File: src/rrfp_pkg.sv
// Shared types and constants for the radar report frame parser.
// No dependencies; every other file imports this package.
package rrfp_pkg;

	// Frame buffer size in bytes (23 to 127).
	localparam int FRAME_BYTES = 64;

	localparam int LEN_W   = 16;
	localparam int POS_W   = LEN_W + 1;
	localparam int TMO_W   = 16;
	localparam int FRAME_W = 7;

	localparam logic [TMO_W-1:0] TIMEOUT_RESET = 16'd100;

	localparam int FRAME_OVERHEAD = 10;
	localparam int TAIL_LEN       = 4;
	localparam logic [LEN_W-1:0] MIN_PAYLOAD = 16'd13;

	localparam logic [7:0] HDR_SEQ  [4] = '{8'hF4, 8'hF3, 8'hF2, 8'hF1};
	localparam logic [7:0] TAIL_SEQ [4] = '{8'hF8, 8'hF7, 8'hF6, 8'hF5};
	localparam logic [7:0] HEAD_MARK = 8'hAA;
	localparam logic [7:0] END_MARK  = 8'h55;

	// Payload byte offsets of the captured report fields
	localparam logic [3:0] OFS_TYPE     = 4'd0;
	localparam logic [3:0] OFS_HEAD     = 4'd1;
	localparam logic [3:0] OFS_TSTATE   = 4'd2;
	localparam logic [3:0] OFS_MDIST_LO = 4'd3;
	localparam logic [3:0] OFS_MDIST_HI = 4'd4;
	localparam logic [3:0] OFS_MENERGY  = 4'd5;
	localparam logic [3:0] OFS_SDIST_LO = 4'd6;
	localparam logic [3:0] OFS_SDIST_HI = 4'd7;
	localparam logic [3:0] OFS_SENERGY  = 4'd8;
	localparam logic [3:0] OFS_DDIST_LO = 4'd9;
	localparam logic [3:0] OFS_DDIST_HI = 4'd10;

	localparam logic [7:0] TYPE_ENG   = 8'd1;
	localparam logic [7:0] TYPE_BASIC = 8'd2;

	localparam logic [7:0] TSTATE_MOVING = 8'd1;
	localparam logic [7:0] TSTATE_STATIC = 8'd2;
	localparam logic [7:0] TSTATE_BOTH   = 8'd3;

	localparam logic [1:0] PRES_NONE   = 2'd0;
	localparam logic [1:0] PRES_MOVING = 2'd1;
	localparam logic [1:0] PRES_STATIC = 2'd2;

	localparam logic [3:0] SPEED_MOVING_CMS = 4'd10;

	localparam int QUEUE_DEPTH = 2;

	typedef enum logic [2:0] {
		ERR_NONE       = 3'd0,
		ERR_TIMEOUT    = 3'd1,
		ERR_OVERSIZE   = 3'd2,
		ERR_BAD_TAIL   = 3'd3,
		ERR_SHORT      = 3'd4,
		ERR_BAD_HEAD   = 3'd5,
		ERR_BAD_TYPE   = 3'd6,
		ERR_BAD_MARKER = 3'd7
	} err_t;

	// One classified input beat
	typedef struct packed {
		logic       is_tick;
		logic [7:0] data;
		logic [3:0] hdr_eq;
		logic [3:0] tail_eq;
	} item_class_t;

	typedef struct packed {
		logic full;
		logic not_empty;
	} queue_stat_t;

	typedef struct packed {
		logic               ok;
		err_t               error_code;
		logic [7:0]         report_type;
		logic [1:0]         presence;
		logic [15:0]        target_range;
		logic [3:0]         target_speed;
		logic [7:0]         signal_level;
		logic [FRAME_W-1:0] frame_bytes;
	} result_t;

endpackage

File: src/rrfp_if.sv
// Valid/ready channels for input beats and result beats.
// Depends on rrfp_pkg.
interface rrfp_item_if;
	import rrfp_pkg::*;
	logic       valid;
	logic       ready;
	logic       opcode;
	logic [7:0] rx_byte;
	modport source(output valid, output opcode, output rx_byte, input ready);
	modport sink(input valid, input opcode, input rx_byte, output ready);
endinterface

interface rrfp_result_if;
	import rrfp_pkg::*;
	logic               valid;
	logic               ready;
	logic               ok;
	logic [2:0]         error_code;
	logic [7:0]         report_type;
	logic [1:0]         presence;
	logic [15:0]        target_range;
	logic [3:0]         target_speed;
	logic [7:0]         signal_level;
	logic [FRAME_W-1:0] frame_bytes;
	modport source(output valid, output ok, output error_code, output report_type,
		output presence, output target_range, output target_speed, output signal_level,
		output frame_bytes, input ready);
	modport sink(input valid, input ok, input error_code, input report_type,
		input presence, input target_range, input target_speed, input signal_level,
		input frame_bytes, output ready);
endinterface

File: src/radar_report_frame_parser.sv
// Top level of the radar report frame parser: front end, beat queue and frame engine.
// Depends on rrfp_pkg, rrfp_if, rrfp_front, rrfp_queue and rrfp_back.
//
// Each input beat is either one received serial byte (opcode 0) or one millisecond
// tick (opcode 1). The parser hunts for the header F4 F3 F2 F1, reads a little-endian
// payload length, captures the report fields as the payload passes and checks the
// tail F8 F7 F6 F5. A frame with a good tail yields one result beat: either the parsed
// report (ok = 1) or an error code; a too-large frame is drained and reported as
// oversize. Every attempt must complete within the configured number of ticks, or a
// timeout result is given and the hunt restarts. The tick count is written through
// cfg_we/cfg_wdata (reset value 100); the user must write it only while the block is
// idle, as the block does not enforce this. Most beats give no result. Throughput is
// one beat per clock in both directions while results are taken. An accepted beat
// goes into a two-entry queue; the frame engine takes it from the queue head and
// registers any result in the output register that drives result valid. The engine
// only stalls when the output register is full and not being taken; the queue then
// fills and item.ready drops. There is no memory and no clearing pass after reset.
module radar_report_frame_parser (
	input  logic          clk,
	input  logic          arst_n,
	rrfp_item_if.sink     item,
	rrfp_result_if.source result,
	input  logic          cfg_we,
	input  logic [15:0]   cfg_wdata
);
	import rrfp_pkg::*;

	queue_stat_t q_stat;
	item_class_t push_entry;
	item_class_t q_head;
	logic        push;
	logic        pop;

	// Classify each byte against header and tail patterns on the way in
	rrfp_front u_front (
		.item       (item),
		.q_stat     (q_stat),
		.push       (push),
		.push_entry (push_entry)
	);

	// Decouples input acceptance from result back-pressure
	rrfp_queue u_queue (
		.clk        (clk),
		.arst_n     (arst_n),
		.push       (push),
		.push_entry (push_entry),
		.pop        (pop),
		.head       (q_head),
		.q_stat     (q_stat)
	);

	// Frame state machine, timeout timer and registered result
	rrfp_back u_back (
		.clk       (clk),
		.arst_n    (arst_n),
		.q_stat    (q_stat),
		.head      (q_head),
		.pop       (pop),
		.cfg_we    (cfg_we),
		.cfg_wdata (cfg_wdata),
		.result    (result)
	);

endmodule

File: src/rrfp_front.sv
// Front end: accepts input beats and classifies them against the header and tail bytes.
// Depends on rrfp_pkg and rrfp_if.
module rrfp_front (
	rrfp_item_if.sink            item,
	input  rrfp_pkg::queue_stat_t q_stat,
	output logic                 push,
	output rrfp_pkg::item_class_t push_entry
);
	import rrfp_pkg::*;

	assign item.ready = !q_stat.full;
	assign push       = item.valid && !q_stat.full;

	always_comb begin
		push_entry.is_tick = item.opcode;
		push_entry.data    = item.rx_byte;
		for (int i = 0; i < 4; i++) begin
			push_entry.hdr_eq[i]  = (item.rx_byte == HDR_SEQ[i]);
			push_entry.tail_eq[i] = (item.rx_byte == TAIL_SEQ[i]);
		end
	end

endmodule

File: src/rrfp_queue.sv
// Short FIFO of classified beats between the front end and the frame engine.
// Depends on rrfp_pkg.
module rrfp_queue (
	input  logic                  clk,
	input  logic                  arst_n,
	input  logic                  push,
	input  rrfp_pkg::item_class_t push_entry,
	input  logic                  pop,
	output rrfp_pkg::item_class_t head,
	output rrfp_pkg::queue_stat_t q_stat
);
	import rrfp_pkg::*;

	localparam int PTR_W = (QUEUE_DEPTH > 1) ? $clog2(QUEUE_DEPTH) : 1;
	localparam int CNT_W = $clog2(QUEUE_DEPTH + 1);

	item_class_t        slot_q [QUEUE_DEPTH];
	logic [PTR_W-1:0]   wr_ptr_q;
	logic [PTR_W-1:0]   rd_ptr_q;
	logic [CNT_W-1:0]   count_q;

	assign q_stat.full      = (count_q == CNT_W'(QUEUE_DEPTH));
	assign q_stat.not_empty = (count_q != '0);
	assign head             = slot_q[rd_ptr_q];

	always_ff @(posedge clk) begin
		if (push) begin
			slot_q[wr_ptr_q] <= push_entry;
		end
	end

	always_ff @(posedge clk or negedge arst_n) begin
		if (!arst_n) begin
			wr_ptr_q <= '0;
			rd_ptr_q <= '0;
			count_q  <= '0;
		end else begin
			if (push) begin
				wr_ptr_q <= (wr_ptr_q == PTR_W'(QUEUE_DEPTH - 1)) ? '0 : wr_ptr_q + 1'b1;
			end
			if (pop) begin
				rd_ptr_q <= (rd_ptr_q == PTR_W'(QUEUE_DEPTH - 1)) ? '0 : rd_ptr_q + 1'b1;
			end
			case ({push, pop})
				2'b10:   count_q <= count_q + 1'b1;
				2'b01:   count_q <= count_q - 1'b1;
				default: count_q <= count_q;
			endcase
		end
	end

endmodule

File: src/rrfp_back.sv
// Frame engine: header hunt, length, payload capture, tail check, validation and timeout.
// Depends on rrfp_pkg and rrfp_if; drives the registered result beat.
module rrfp_back (
	input  logic                  clk,
	input  logic                  arst_n,
	input  rrfp_pkg::queue_stat_t q_stat,
	input  rrfp_pkg::item_class_t head,
	output logic                  pop,
	input  logic                  cfg_we,
	input  logic [15:0]           cfg_wdata,
	rrfp_result_if.source         result
);
	import rrfp_pkg::*;

	typedef enum logic [2:0] {
		PH_HUNT,
		PH_LEN_LO,
		PH_LEN_HI,
		PH_PAYLOAD,
		PH_TAIL,
		PH_DRAIN
	} phase_t;

	phase_t             phase_q, phase_d;
	logic [1:0]         match_q, match_d;
	logic [LEN_W-1:0]   len_q, len_d;
	logic [POS_W-1:0]   pos_q, pos_d;
	logic [TMO_W-1:0]   elapsed_q, elapsed_d;
	logic [TMO_W-1:0]   timeout_q;
	logic [7:0]         type_q, head_q, tstate_q, menergy_q, senergy_q, marker_q;
	logic [15:0]        mdist_q, sdist_q, ddist_q;
	logic               res_valid_q;
	result_t            res_q;

	logic [TMO_W-1:0]   el_inc;
	logic [POS_W-1:0]   pos_inc;
	logic [POS_W-1:0]   len_hi_sum;
	logic [LEN_W-1:0]   len_hi_val;
	logic               fire, restart, cap_en, marker_hit;
	result_t            res_d, fin_res;

	assign pop     = q_stat.not_empty && (!res_valid_q || result.ready);
	assign el_inc  = (elapsed_q == '1) ? elapsed_q : elapsed_q + 1'b1;
	assign pos_inc = pos_q + 1'b1;

	assign len_hi_val = {head.data, len_q[7:0]};
	assign len_hi_sum = {1'b0, len_hi_val} + POS_W'(FRAME_OVERHEAD);

	assign cap_en     = (phase_q == PH_PAYLOAD) && (pos_q[POS_W-1:4] == '0);
	assign marker_hit = (len_q >= 16'd2) && (pos_q == {1'b0, len_q - 16'd2});

	// Validation of a frame whose tail was good
	always_comb begin
		fin_res = '0;
		if (len_q < MIN_PAYLOAD) begin
			fin_res.error_code = ERR_SHORT;
		end else if (head_q != HEAD_MARK) begin
			fin_res.error_code = ERR_BAD_HEAD;
		end else if (type_q != TYPE_ENG && type_q != TYPE_BASIC) begin
			fin_res.error_code = ERR_BAD_TYPE;
		end else if (marker_q != END_MARK) begin
			fin_res.error_code = ERR_BAD_MARKER;
		end else begin
			fin_res.ok          = 1'b1;
			fin_res.error_code  = ERR_NONE;
			fin_res.report_type = type_q;
			if (tstate_q == TSTATE_MOVING || tstate_q == TSTATE_BOTH) begin
				fin_res.presence     = PRES_MOVING;
				fin_res.target_speed = SPEED_MOVING_CMS;
			end else if (tstate_q == TSTATE_STATIC) begin
				fin_res.presence = PRES_STATIC;
			end else begin
				fin_res.presence = PRES_NONE;
			end
			if (ddist_q != '0) begin
				fin_res.target_range = ddist_q;
			end else if (mdist_q != '0) begin
				fin_res.target_range = mdist_q;
			end else begin
				fin_res.target_range = sdist_q;
			end
			fin_res.signal_level = (menergy_q > senergy_q) ? menergy_q : senergy_q;
			fin_res.frame_bytes  = FRAME_W'(len_q + LEN_W'(FRAME_OVERHEAD));
		end
	end

	// Next state for the beat at the queue head
	always_comb begin
		phase_d   = phase_q;
		match_d   = match_q;
		len_d     = len_q;
		pos_d     = pos_q;
		elapsed_d = elapsed_q;
		fire      = 1'b0;
		restart   = 1'b0;
		res_d     = '0;
		if (head.is_tick) begin
			elapsed_d = el_inc;
			if (el_inc >= timeout_q) begin
				fire             = 1'b1;
				restart          = 1'b1;
				res_d.error_code = ERR_TIMEOUT;
			end
		end else if (elapsed_q >= timeout_q) begin
			fire             = 1'b1;
			restart          = 1'b1;
			res_d.error_code = ERR_TIMEOUT;
		end else begin
			case (phase_q)
				PH_HUNT: begin
					if (head.hdr_eq[match_q]) begin
						match_d = match_q + 1'b1;
						if (match_q == 2'd3) begin
							phase_d = PH_LEN_LO;
						end
					end else begin
						match_d = {1'b0, head.hdr_eq[0]};
					end
				end
				PH_LEN_LO: begin
					len_d   = {8'h00, head.data};
					phase_d = PH_LEN_HI;
				end
				PH_LEN_HI: begin
					len_d = len_hi_val;
					pos_d = '0;
					if (len_hi_sum > POS_W'(FRAME_BYTES)) begin
						phase_d = PH_DRAIN;
					end else if (len_hi_val == '0) begin
						phase_d = PH_TAIL;
					end else begin
						phase_d = PH_PAYLOAD;
					end
				end
				PH_PAYLOAD: begin
					pos_d = pos_inc;
					if (pos_inc >= {1'b0, len_q}) begin
						pos_d   = '0;
						phase_d = PH_TAIL;
					end
				end
				PH_TAIL: begin
					pos_d = pos_inc;
					if (!head.tail_eq[pos_q[1:0]]) begin
						fire             = 1'b1;
						restart          = 1'b1;
						res_d.error_code = ERR_BAD_TAIL;
					end else if (pos_inc >= POS_W'(TAIL_LEN)) begin
						fire    = 1'b1;
						restart = 1'b1;
						res_d   = fin_res;
					end
				end
				PH_DRAIN: begin
					pos_d = pos_inc;
					if (pos_inc >= {1'b0, len_q} + POS_W'(TAIL_LEN)) begin
						fire             = 1'b1;
						restart          = 1'b1;
						res_d.error_code = ERR_OVERSIZE;
					end
				end
				default: begin
					restart = 1'b1;
				end
			endcase
		end
		if (restart) begin
			phase_d   = PH_HUNT;
			match_d   = '0;
			pos_d     = '0;
			elapsed_d = '0;
		end
	end

	always_ff @(posedge clk or negedge arst_n) begin
		if (!arst_n) begin
			phase_q     <= PH_HUNT;
			match_q     <= '0;
			len_q       <= '0;
			pos_q       <= '0;
			elapsed_q   <= '0;
			timeout_q   <= TIMEOUT_RESET;
			type_q      <= '0;
			head_q      <= '0;
			tstate_q    <= '0;
			mdist_q     <= '0;
			menergy_q   <= '0;
			sdist_q     <= '0;
			senergy_q   <= '0;
			ddist_q     <= '0;
			marker_q    <= '0;
			res_valid_q <= 1'b0;
			res_q       <= '0;
		end else begin
			if (cfg_we) begin
				timeout_q <= cfg_wdata;
			end
			if (pop) begin
				phase_q   <= phase_d;
				match_q   <= match_d;
				len_q     <= len_d;
				pos_q     <= pos_d;
				elapsed_q <= elapsed_d;
				if (!head.is_tick && (elapsed_q < timeout_q) && cap_en) begin
					case (pos_q[3:0])
						OFS_TYPE:     type_q         <= head.data;
						OFS_HEAD:     head_q         <= head.data;
						OFS_TSTATE:   tstate_q       <= head.data;
						OFS_MDIST_LO: mdist_q[7:0]   <= head.data;
						OFS_MDIST_HI: mdist_q[15:8]  <= head.data;
						OFS_MENERGY:  menergy_q      <= head.data;
						OFS_SDIST_LO: sdist_q[7:0]   <= head.data;
						OFS_SDIST_HI: sdist_q[15:8]  <= head.data;
						OFS_SENERGY:  senergy_q      <= head.data;
						OFS_DDIST_LO: ddist_q[7:0]   <= head.data;
						OFS_DDIST_HI: ddist_q[15:8]  <= head.data;
						default:      ;
					endcase
				end
				if (!head.is_tick && (elapsed_q < timeout_q)
						&& (phase_q == PH_PAYLOAD) && marker_hit) begin
					marker_q <= head.data;
				end
			end
			if (pop && fire) begin
				res_valid_q <= 1'b1;
				res_q       <= res_d;
			end else if (result.ready) begin
				res_valid_q <= 1'b0;
			end
		end
	end

	assign result.valid        = res_valid_q;
	assign result.ok           = res_q.ok;
	assign result.error_code   = res_q.error_code;
	assign result.report_type  = res_q.report_type;
	assign result.presence     = res_q.presence;
	assign result.target_range = res_q.target_range;
	assign result.target_speed = res_q.target_speed;
	assign result.signal_level = res_q.signal_level;
	assign result.frame_bytes  = res_q.frame_bytes;

endmodule

File: src/flat_wrapper.sv
// flat-port wrapper written by rule: the top's interface ports become plain ports
module radar_report_frame_parser_flat import rrfp_pkg::*;
  (clk, arst_n, cfg_we, cfg_wdata, item_valid, item_opcode, item_rx_byte, item_ready, result_valid, result_ok, result_error_code, result_report_type, result_presence, result_target_range, result_target_speed, result_signal_level, result_frame_bytes, result_ready);
  rrfp_item_if item_i ();
  rrfp_result_if result_i ();
  input  logic clk;
  input  logic arst_n;
  input  logic cfg_we;
  input  logic [15:0] cfg_wdata;
  input wire logic [$bits(item_i.valid)-1:0] item_valid;
  input wire logic [$bits(item_i.opcode)-1:0] item_opcode;
  input wire logic [$bits(item_i.rx_byte)-1:0] item_rx_byte;
  output wire logic [$bits(item_i.ready)-1:0] item_ready;
  output wire logic [$bits(result_i.valid)-1:0] result_valid;
  output wire logic [$bits(result_i.ok)-1:0] result_ok;
  output wire logic [$bits(result_i.error_code)-1:0] result_error_code;
  output wire logic [$bits(result_i.report_type)-1:0] result_report_type;
  output wire logic [$bits(result_i.presence)-1:0] result_presence;
  output wire logic [$bits(result_i.target_range)-1:0] result_target_range;
  output wire logic [$bits(result_i.target_speed)-1:0] result_target_speed;
  output wire logic [$bits(result_i.signal_level)-1:0] result_signal_level;
  output wire logic [$bits(result_i.frame_bytes)-1:0] result_frame_bytes;
  input wire logic [$bits(result_i.ready)-1:0] result_ready;
  assign item_i.valid = item_valid;
  assign item_i.opcode = item_opcode;
  assign item_i.rx_byte = item_rx_byte;
  assign item_ready = item_i.ready;
  assign result_valid = result_i.valid;
  assign result_ok = result_i.ok;
  assign result_error_code = result_i.error_code;
  assign result_report_type = result_i.report_type;
  assign result_presence = result_i.presence;
  assign result_target_range = result_i.target_range;
  assign result_target_speed = result_i.target_speed;
  assign result_signal_level = result_i.signal_level;
  assign result_frame_bytes = result_i.frame_bytes;
  assign result_i.ready = result_ready;
  radar_report_frame_parser u_core (.clk(clk), .arst_n(arst_n), .item(item_i), .result(result_i), .cfg_we(cfg_we), .cfg_wdata(cfg_wdata));
endmodule
File: config.mk
export PLATFORM = sky130hd
export DESIGN_NAME = radar_report_frame_parser_flat
export DESIGN_NICKNAME = d
export VERILOG_FILES = /design/src/rrfp_pkg.sv /design/src/rrfp_if.sv /design/src/radar_report_frame_parser.sv /design/src/rrfp_front.sv /design/src/rrfp_queue.sv /design/src/rrfp_back.sv /design/src/flat_wrapper.sv
export SDC_FILE = /design/constraint.sdc
export NUM_CORES = 1
export LEC_CHECK = 0
export ABC_AREA = 0
export BUFFER_PORTS_ARGS = -buffer_cell sky130_fd_sc_hd__buf_2
export CAP_MARGIN = 5
export CORE_MARGIN = 2
export CORE_UTILIZATION = 55
export CTS_CLUSTER_SIZE = 20
export DETAILED_ROUTE_END_ITERATION = 10
export HOLD_SLACK_MARGIN = 0.02
export PLACE_DENSITY = 0.78
export SLEW_MARGIN = 20
export SYNTH_ARGS = -nofsm -noshare
export SYNTH_HDL_FRONTEND = slang
export SYNTH_SLANG_ARGS = --single-unit
File: constraint.sdc
create_clock -name clk -period 11.9 [get_ports clk]
set_input_delay 0 -clock clk [delete_from_list [all_inputs] [get_ports clk]]
set_output_delay 0 -clock clk [all_outputs]
set_load 0.02 [all_outputs]
# Word level (Yosys, flattened, before mapping)
# Memory sizes are Yosys's and may differ from the RTL's.
# Cells that the tools add are included.
# totals
word_cells	225
out_inout_bits	51
input_bits	30
memories	1
mem_bits_rw	34
ff_bits	220
# memory_table
name	depth	width	rd	rd_clocked_by_memory_dff	wr	line	text
u_core.u_queue.slot_q	2	17	1	0	1	rrfp_queue.sv:17	item_class_t slot_q [QUEUE_DEPTH];
# classes
add_sub_neg	11
n_eq_ne	41
reduce_logical	49
bitwise	3
n_lt_le_gt_ge	12
n_mux	77
# ops
cell	n
45-bit two-way mux	8
16-bit two-way mux	5
17-bit two-way mux	4
8-bit == test (second input constant)	8
17-bit one-hot mux with 3 select lines	1
49-bit two-way mux	1
3-bit two-way mux	15
3-bit AND reduction	11
16-bit >= comparator	2
16-bit one-hot mux with 2 select lines	1
16-bit nonzero test	2
1-bit two-way mux	25
16-bit by 3-bit adder with 17-bit output (second input constant)	1
16-bit by 4-bit adder with 17-bit output (second input constant)	1
17-bit by 1-bit adder with 17-bit output (second input constant)	1
17-bit by 16-bit == test with 1-bit output	1
17-bit by 16-bit >= comparator with 1-bit output	1
17-bit >= comparator	1
17-bit by 3-bit >= comparator with 1-bit output (second input constant)	1
17-bit by 7-bit greater-than comparator with 1-bit output (second input constant)	1
16-bit by 1-bit adder with 16-bit output (second input constant)	1
16-bit == test (second input constant)	1
4-bit by 3-bit == test with 1-bit output (second input constant)	4
8-bit by 2-bit == test with 1-bit output (second input constant)	2
52 further kinds	94

# Logic depth before layout (Yosys ltp)
# Gate-level depths: netlist (run 1).
# depth
word_depth	12
mapped_depth	20
ltp_nobuf	17

# Cells and area by module
# From an unflattened synthesis (run 1), not the netlist that was laid out.
# unflattened
hier_cells	1424
area_unflattened_um2	14790.4
# by_module_without_submodules
mod	seq_area_each_um2	instances	cells_each	area_per_inst_um2
rrfp_back	5308.8	1	1330	13137.6
rrfp_queue	1121.1	1	69	1463.9
rrfp_front	0.0	1	25	188.9

# Worst setup path after synthesis (run 1)
# OpenSTA, ideal clock, no wires.
# synth_path
kind	flip-flop to flip-flop
start	reg u_core.u_back.elapsed_q[4]
end	reg u_core.u_back.pos_q[11]
stages_incl_launch_ff	19
arrival_time_ns	3.812
period_less_slack_ns	3.878
required_ns	11.834
path_slack_ns	8.022
setup_ns	0.066
path_buffers	2
path_cell_list	dfrtp_1 clkbuf_1 and4_1 nand4_1 nor4_1 nand2_1 nand3_1 nor3_1 xor2_1 ha_1 a21o_1 a21o_1 a21oi_1 o2111ai_1 a21o_1 and2_1 o41ai_1 clkbuf_1 a22o_1
# synth_via
elab_chain_len	7
word_cells_on_any_way	13
classes_between	add/sub (1); order compare (2); eq/ne (3); mux (5); reduce/logical (2)
# synth_lines
element	line	text
start, declared	rrfp_back.sv:28	logic [TMO_W-1:0] elapsed_q, elapsed_d;
start signal, assigned	rrfp_back.sv:203	elapsed_q <= elapsed_d;
16-bit by 1-bit adder with 16-bit output or 16-bit == test (tied branches)	rrfp_back.sv:43	assign el_inc = (elapsed_q == '1) ? elapsed_q : elapsed_q + 1'b1;
16-bit two-way mux	rrfp_back.sv:43	
16-bit >= comparator	rrfp_back.sv:99	if (el_inc >= timeout_q) begin
1-bit two-way mux	rrfp_back.sv:99	
1-bit two-way mux	rrfp_back.sv:97	if (head.is_tick) begin
4-bit nonzero test (no source line) (tied with other cells)	n/a	
4-bit AND reduction (no source line)	n/a	
end signal, assigned	rrfp_back.sv:202	pos_q <= pos_d;
end, declared	rrfp_back.sv:27	logic [POS_W-1:0] pos_q, pos_d;
# Several ways; a longest one is shown, not always the timed one.
# A chain may end at the register's enable or synchronous reset.

# Worst setup path in the final report (run 1)
# layout_path
start	reg u_core.u_back.elapsed_q[4]
end	reg u_core.u_back.res_q (netlist bit u_core.u_back.result.frame_bytes[4])
# layout_via
elab_chain_len	6
word_cells_on_any_way	11
classes_between	add/sub (1); order compare (2); eq/ne (1); mux (6); reduce/logical (1)
# layout_lines
element	line	text
16-bit by 1-bit adder with 16-bit output or 16-bit == test (tied branches)	rrfp_back.sv:43	
16-bit two-way mux	rrfp_back.sv:43	
16-bit >= comparator	rrfp_back.sv:99	
1-bit two-way mux	rrfp_back.sv:99	
1-bit two-way mux	rrfp_back.sv:97	
1-bit logical AND	rrfp_back.sv:225	if (pop && fire) begin
end signal, assigned	rrfp_back.sv:227	res_q <= res_d;
end, declared	rrfp_back.sv:33	result_t res_q;
# Several ways; a longest one is shown, not always the timed one.

==> impl_metrics.env, run 1 <==
export IMPL_drc_errors=0
export IMPL_regToRegEndpoint="u_core.u_back.result.frame_bytes[4]"
export IMPL_io_pins=81
export IMPL_die_width_um=163.1
export IMPL_crit_buf_inv=0
export IMPL_layout_min_cycle_time_ns=5.622
export IMPL_gp_congestion=1.001
export IMPL_grt_first_pass_wirelength_um=61110
export IMPL_area_growth_synth_to_final_pct=15.64
export IMPL_crit_path_max_fanout=49
export IMPL_portBuffers=78
export IMPL_fillers=1946
export IMPL_peak_supply_drop_mv=0.1831
export IMPL_async_flop_share_pct=86.40
export IMPL_grt_pass1_vias=11371
export IMPL_run_status="completed"
export IMPL_hold_buffer_count_at_cts=59
export IMPL_synth_top_area_share_pct=38.28
export IMPL_synth_area_per_cell_um2=9.288
export IMPL_path_clk_slew_ns=0.07
export IMPL_cell_area_after_placement_mm2=0.01450
export IMPL_yosys_most_used_dff="sky130_fd_sc_hd__dfrtp_1"
export IMPL_cp_slowest_cell="sky130_fd_sc_hd__nand2_2"
export IMPL_antenna_diode_instance_count=0
export IMPL_worstPathCellList="and4_1 -> nand4_1 -> nor4_1 -> nand2_1 -> mux2_2 -> ha_1 -> nand2_1 -> o21ai_0 -> a211oi_1 -> o21ai_0 -> a21o_1 -> and2_1 -> nand2_2 -> and2_1 -> a31o_2"
export IMPL_yosys_register_bits=250
export IMPL_worstSetupStartpoint="u_core.u_back.elapsed_q[4]"
export IMPL_routed_wirelength_um=38220
export IMPL_cts_tree="done"
export IMPL_number_of_enable_flip_flop_cells_after_synthesis=34
export IMPL_final_layout_size_suffix_gt1_share_pct=11.43
export IMPL_synthTopCellsByArea="sky130_fd_sc_hd__dfrtp_1 38%, sky130_fd_sc_hd__ha_1 7.5%, sky130_fd_sc_hd__edfxtp_1 7.3%, sky130_fd_sc_hd__o21ai_0 6.5%, sky130_fd_sc_hd__nand2_1 6.4%"
export IMPL_critical_path_max_stage_delay_ns=0.67
export IMPL_cts_buffers=27
export IMPL_worst_ep_arrival_time_ns=6.07
export IMPL_synthMostInstantiatedCell="sky130_fd_sc_hd__nand2_1"
export IMPL_clock_tree_buf_depth=3
export IMPL_leakagePower_nw=7.330
export IMPL_cts_resized_gates=0
export IMPL_setup_viol=0
export IMPL_worstSkewPairLatency_ns=0.56
export IMPL_worst_setup_path_endpoint="u_core.u_back.result.frame_bytes[4]"
export IMPL_power_total_mw=3.083
export IMPL_floorplan_die_area_mm2=0.02660
export IMPL_ant_nets=0
export IMPL_synthDistinctLibCells=81
export IMPL_final_core_utilization_pct=64.31
export IMPL_seq_area_mm2=0.006430
export IMPL_timing_reg2reg_setup_slack_ns=6.28
export IMPL_grt_antenna_before_repair=1
export IMPL_slew_limit_headroom_pct=20.12
export IMPL_fin_crit_sh_pct=47.24
export IMPL_synthesis_instances=1499
export IMPL_drt_first_iter_violations=1127
export IMPL_worst_endpoint_required_time_ns=12.35
export IMPL_area_taken_by_multi_input_logic_gates_mm2=0.006880
export IMPL_routed_via_count=11860
export IMPL_synthDominantAreaCellType="sky130_fd_sc_hd__dfrtp_1"
export IMPL_fp_coreArea_mm2=0.02504
export IMPL_critical_path_endpoint_type="flip-flop"
export IMPL_die_y_um=163.1
export IMPL_start_util_pct=55.61
export IMPL_timing_hold_worst_class="in2async"
export IMPL_post_cts_buffers=0
export IMPL_timing_critical_path_max_delay_family="simple AND/OR/NAND/NOR gates"
export IMPL_number_of_detailed_route_iterations_in_the_first_pass=6
export IMPL_final_setup_tns_ns=0
export IMPL_max_clock_freq_ghz=0.1779
export IMPL_clock_skew_final_ns=0.01112
export IMPL_grt_setup_unrepaired="false"
export IMPL_number_of_stages_on_the_worst_setup_path=15
export IMPL_routed_length_per_instance_um=19.62
export IMPL_dp_final_hpwl_um=25000
export IMPL_synth_yosys_seq_area_share_pct=46.18
export IMPL_root_buffer="sky130_fd_sc_hd__clkbuf_16"
export IMPL_cts_sinks=250
export IMPL_layout_nets=1710
export IMPL_ff2ff_path_depth=15
export IMPL_netlist_area_mm2=0.01392
export IMPL_final_max_slew_violation_count=0
export IMPL_grt_overflow_total=0
export IMPL_grt_max_degree=92
export IMPL_max_cap_violations=0
export IMPL_placementRows=58
export IMPL_criticalPathCategory="reg2reg"
export IMPL_layout_cell_area_non_filler_mm2=0.01610
export IMPL_globalRouteTotalUtil_pct=28.92
export IMPL_cts_htree_levels=1
export IMPL_yosys_warnings=0
export IMPL_vias_per_cell=6.088
export IMPL_pwr_density_cell_mw_per_mm2=191.5
export IMPL_rr_startpoint="u_core.u_back.elapsed_q[4]"
export IMPL_count_of_endpoints_failing_hold_in_the_final_timing_report=0
export IMPL_most_used_standard_cells_in_the_synthesized_netlist="238 x sky130_fd_sc_hd__nand2_1, 213 x sky130_fd_sc_hd__dfrtp_1, 182 x sky130_fd_sc_hd__o21ai_0"
export IMPL_setup_worst_path_start_class="flip-flop"
export IMPL_worst_margin_slew_ns=1.198
worst reg2reg max path, cell delays in order (launching register included):
cell and delay, ns:
sky130_fd_sc_hd__dfrtp_1 0.51, sky130_fd_sc_hd__and4_1 0.29, sky130_fd_sc_hd__nand4_1 0.23, sky130_fd_sc_hd__nor4_1 0.48, sky130_fd_sc_hd__nand2_1 0.30, sky130_fd_sc_hd__mux2_2 0.36
sky130_fd_sc_hd__ha_1 0.27, sky130_fd_sc_hd__nand2_1 0.04, sky130_fd_sc_hd__o21ai_0 0.19, sky130_fd_sc_hd__a211oi_1 0.12, sky130_fd_sc_hd__o21ai_0 0.24, sky130_fd_sc_hd__a21o_1 0.59
sky130_fd_sc_hd__and2_1 0.57, sky130_fd_sc_hd__nand2_2 0.67, sky130_fd_sc_hd__and2_1 0.43, sky130_fd_sc_hd__a31o_2 0.23
metrics by stage:
step | setup slack [ns] | std cells | hold slack (ns)
after floorplan | 8.022 | 1500 | -0.2956
after global placement | 6.673 | 1839 | 0.04749
after detailed placement | 6.450 | 1839 | 0.04856
after CTS | 6.376 | 1948 | 0.05916
after global routing | 5.819 | 1948 | 0.09245
final | 6.278 | 1948 | 0.01779
how the worst min path moves through the flow:
| stage | startpoint | end | slack (ns) | depth (start not counted) |
|---|---|---|---|---|
| after detailed placement | arst_n | u_core.u_back.result.presence[0] | 0.05 | 1 |
| after CTS | arst_n | u_core.u_back.tstate_q[3] | 0.06 | 2 |
| final | arst_n | u_core.u_back.tstate_q[1] | 0.02 | 2 |
| after floorplan | arst_n | u_core.u_back.ddist_q[0] | -0.30 | 0 |
| after global placement | arst_n | u_core.u_back.tstate_q[6] | 0.05 | 1 |
| after global routing | arst_n | u_core.u_back.tstate_q[1] | 0.09 | 2 |
cells by family after synthesis:
family / after synthesis / share of synthesized area (%)
and+or+nand+nor: 551 / 19.10
other: 1 / 0.02693
buffers and inverters: 156 / 4.556
AOI/OAI and AO/OA: 356 / 15.49
xor gates and xnor gates: 66 / 4.251
adders and majority gates: 83 / 7.459
DFF: 250 / 46.18
muxes: 36 / 2.939
placed cells by master (no fill, tap or decap), types with 9 or more instances in the layout:
cell type,count
sky130_fd_sc_hd__mux2i_1,23
sky130_fd_sc_hd__nand4_1,21
sky130_fd_sc_hd__nand3_1,41
sky130_fd_sc_hd__dlygate4sd3_1,59
sky130_fd_sc_hd__edfxtp_1,34
sky130_fd_sc_hd__nor4_1,24
sky130_fd_sc_hd__o21ai_0,182
sky130_fd_sc_hd__and2_1,13
sky130_fd_sc_hd__mux2_2,9
sky130_fd_sc_hd__a21o_1,18
sky130_fd_sc_hd__xnor2_1,45
sky130_fd_sc_hd__clkbuf_16,27
sky130_fd_sc_hd__nand2b_1,13
sky130_fd_sc_hd__a211oi_1,10
sky130_fd_sc_hd__a21oi_1,49
sky130_fd_sc_hd__buf_2,77
sky130_fd_sc_hd__nor2_1,91
sky130_fd_sc_hd__inv_1,74
sky130_fd_sc_hd__o31ai_1,25
sky130_fd_sc_hd__nor3_1,40
sky130_fd_sc_hd__buf_4,13
sky130_fd_sc_hd__nor2b_1,10
sky130_fd_sc_hd__xor2_1,20
sky130_fd_sc_hd__dfrtp_1,213
sky130_fd_sc_hd__ha_1,83
sky130_fd_sc_hd__nand2_1,237
routing by layer:
metal | vias to the layer above | global-route usage, % | wire length, um
met1 | 5715 | 39.40 | 15880
li1 | 5497 | - | -
met2 | 534 | 46.88 | 17860
met5 | - | 0 | 11
met4 | 2 | 11.54 | 1586
met3 | 112 | 4.139 | 2878
state kept, by name, summed over array words and instances, names as in the netlist, 3 cells and up:
signal / cells
u_core.u_back.result.signal_level: 8
u_core.u_back.head_q: 8
u_core.u_back.ddist_q: 16
u_core.u_back.result.error_code: 3
u_core.u_back.tstate_q: 8
u_core.u_queue.slot_q: 34
u_core.u_back.sdist_q: 16
u_core.u_back.menergy_q: 8
u_core.u_back.elapsed_q: 16
u_core.u_back.len_q: 16
u_core.u_back.result.target_range: 16
u_core.u_back.phase_q: 3
u_core.u_back.timeout_q: 16
u_core.u_back.result.report_type: 8
u_core.u_back.type_q: 8
u_core.u_back.result.frame_bytes: 7
u_core.u_back.marker_q: 8
u_core.u_back.mdist_q: 16
u_core.u_back.senergy_q: 8
u_core.u_back.pos_q: 17
area by class of cell:
type | instances | area share [%]
Clock buffer | 32 | 4.562
Tap cell | 330 | 2.565
Timing Repair Buffer | 150 | 6.761
Clock inverter | 18 | 1.717
Sequential cell | 250 | 39.94
Inverter | 74 | 1.725
Multi-Input combinational cell | 1094 | 42.73
report_power, final:
| group | total [mW] | switching (mW) | internal [mW] |
|---|---|---|---|
| sequential | 1.10 | 0.128 | 0.969 |
| combinational | 1.04 | 0.683 | 0.354 |
| clock | 0.950 | 0.374 | 0.576 |
(Power assumes the default switching activity.)
==> inputs of run 2 (changes only) <==
clock period = 5.8 ns   (was 11.9 ns; I/O delays follow)
==> run 2 against run 1 <==
Sequential share of layout area up 0.26 points. Clock power increased by 85%. Wire length fell by 2.5%. Critical path type unchanged. Register-to-register slack worse by 5.8 ns. Largest cell class unchanged. Worst setup slack worse by 5.8 ns.
==> impl_metrics.env, run 2 (synthesis results as in run 1) <==
export IMPL_worstPathCellList="ha_1 -> nand3_4 -> or2_0 -> o21ai_0 -> nand2_1 -> ha_1 -> and3_1 -> nand4_1 -> or3_1 -> a41o_1 -> o2111ai_1 -> nand2_2 -> and2_1 -> a31o_2"
export IMPL_timing_hold_worst_class="in2reg"
export IMPL_criticalPathCategory="reg2reg"
export IMPL_final_setup_tns_ns=0
export IMPL_io_pins=81
export IMPL_most_numerous_cell_on_the_critical_path="sky130_fd_sc_hd__ha_1"
export IMPL_layout_nets=1708
export IMPL_crit_path_max_fanout=49
export IMPL_routed_via_count=11661
export IMPL_critical_path_max_stage_delay_ns=0.67
export IMPL_slew_limit_headroom_pct=19.98
export IMPL_worst_margin_slew_ns=1.189
export IMPL_routed_wirelength_um=37270
export IMPL_clock_tree_buf_depth=3
export IMPL_run_status="completed"
export IMPL_antenna_diode_instance_count=0
export IMPL_final_max_slew_violation_count=0
export IMPL_cts_tree="done"
export IMPL_top_regs="u_core.u_queue.slot_q (34), u_core.u_back.pos_q (17)"
export IMPL_crit_buf_inv=0
export IMPL_cts_buffers=26
export IMPL_setup_worst_path_start_class="flip-flop"
export IMPL_drc_errors=0
export IMPL_post_cts_buffers=0
export IMPL_max_cap_violations=0
export IMPL_die_width_um=163.1
export IMPL_fp_coreArea_mm2=0.02504
export IMPL_portBuffers=78
export IMPL_max_reg_flops=34
export IMPL_routed_length_per_instance_um=19.16
export IMPL_fin_crit_sh_pct=92.50
export IMPL_worstSkewPairLatency_ns=0.54
export IMPL_cp_slowest_cell="sky130_fd_sc_hd__dfrtp_1"
export IMPL_layout_common_cells="237 x sky130_fd_sc_hd__nand2_1, 213 x sky130_fd_sc_hd__dfrtp_1, 182 x sky130_fd_sc_hd__o21ai_0"
export IMPL_die_y_um=163.1
export IMPL_pwr_density_cell_mw_per_mm2=382.9
export IMPL_grt_first_pass_wirelength_um=59650
export IMPL_cts_htree_levels=1
export IMPL_timing_critical_path_max_delay_family="simple AND/OR/NAND/NOR gates"
export IMPL_hold_buffer_count_at_cts=58
export IMPL_drt_first_iter_violations=1163
export IMPL_placementRows=58
export IMPL_worst_ep_arrival_time_ns=5.80
export IMPL_count_of_endpoints_failing_hold_in_the_final_timing_report=0
export IMPL_peak_supply_drop_mv=0.4282
export IMPL_leakagePower_nw=7.278
export IMPL_path_clk_slew_ns=0.06
export IMPL_setup_viol=0
export IMPL_layout_min_cycle_time_ns=5.365
export IMPL_critical_path_endpoint_type="flip-flop"
export IMPL_clock_skew_final_ns=0.01023
export IMPL_dp_final_hpwl_um=25340
export IMPL_grt_setup_unrepaired="false"
export IMPL_regMostFlops="u_core.u_queue.slot_q"
export IMPL_cts_sinks=250
export IMPL_root_buffer="sky130_fd_sc_hd__clkbuf_16"
export IMPL_vias_per_cell=5.995
export IMPL_worst_endpoint_required_time_ns=6.23
export IMPL_grt_max_degree=118
export IMPL_grt_pass1_vias=11098
export IMPL_start_util_pct=55.61
export IMPL_grt_overflow_total=0
export IMPL_gp_congestion=0.9337
export IMPL_final_layout_size_suffix_gt1_share_pct=11.02
export IMPL_number_of_detailed_route_iterations_in_the_first_pass=6
export IMPL_final_common_cell="sky130_fd_sc_hd__nand2_1"
export IMPL_floorplan_die_area_mm2=0.02660
export IMPL_final_core_utilization_pct=63.89
export IMPL_grt_antenna_before_repair=0
export IMPL_cts_resized_gates=0
export IMPL_max_clock_freq_ghz=0.1864
export IMPL_globalRouteTotalUtil_pct=28.29
export IMPL_ant_nets=0
export IMPL_area_growth_synth_to_final_pct=14.88
-- run 2: stage by stage --
step	worst slack, ns	std cells	power [mW]	hold WS, ns	instance area [um^2]
floorplan	1.922	1500	3.615	-0.2956	13930
global placement	0.6514	1839	4.230	0.1373	14510
detailed placement	0.6030	1839	4.284	0.1378	14510
CTS	0.5682	1945	6.065	0.02393	16000
global route	0.2698	1945	6.434	0.07529	16000
finish	0.4348	1945	6.124	0.07075	16000
-- run 2: area by class of cell --
cell class                      instances  area (um^2)
Clock buffer                           38        755.7
Clock inverter                         10        151.4
Fill cell                            1986         9041
Inverter                               74        277.8
Multi-Input combinational cell       1094         6889
Sequential cell                       250         6430
Tap cell                              330        412.9
Timing Repair Buffer                  149         1079
-- run 2: routing by layer --
layer  track usage [%]  part of all wire, %  vias up
met5                 0                    0        -
met4             8.970                  3.2        0
met3             4.876                  7.3       97
met2             46.26                   47      470
met1             38.61                   43     5608
li1                  -                    -     5486
-- run 2: worst register-to-register path: stages, from the launching register on --
cell and delay [ns]:
sky130_fd_sc_hd__dfrtp_1 0.67, sky130_fd_sc_hd__ha_1 0.59, sky130_fd_sc_hd__nand3_4 0.19, sky130_fd_sc_hd__or2_0 0.42, sky130_fd_sc_hd__o21ai_0 0.34, sky130_fd_sc_hd__nand2_1 0.18
sky130_fd_sc_hd__ha_1 0.33, sky130_fd_sc_hd__and3_1 0.21, sky130_fd_sc_hd__nand4_1 0.15, sky130_fd_sc_hd__or3_1 0.42, sky130_fd_sc_hd__a41o_1 0.32, sky130_fd_sc_hd__o2111ai_1 0.19
sky130_fd_sc_hd__nand2_2 0.60, sky130_fd_sc_hd__and2_1 0.42, sky130_fd_sc_hd__a31o_2 0.21
-- run 2: power breakdown --
part	internal [mW]	switching (mW)	leakage, nW
registers	1.99	0.299	3.24
logic	0.724	1.35	3.60
clock network	1.04	0.718	0.434
total	3.75	2.37	7.28
-- run 2: worst paths after layout --
kind / cells after the start / endpoint / slack, ns / start
max in group asynchronous: 3 / u_core.u_back.timeout_q[0] / 4.41 / arst_n
min: 2 / u_core.u_back.timeout_q[0] / 0.07 / cfg_we
min reg2reg: 2 / u_core.u_back.result.ok / 0.47 / u_core.u_back.result.ok
min in group asynchronous: 2 / u_core.u_back.result.ok / 0.08 / arst_n
max: 14 / u_core.u_back.result.frame_bytes[4] / 0.43 / u_core.u_back.pos_q[0]
max reg2reg: 14 / u_core.u_back.result.frame_bytes[4] / 0.43 / u_core.u_back.pos_q[0]
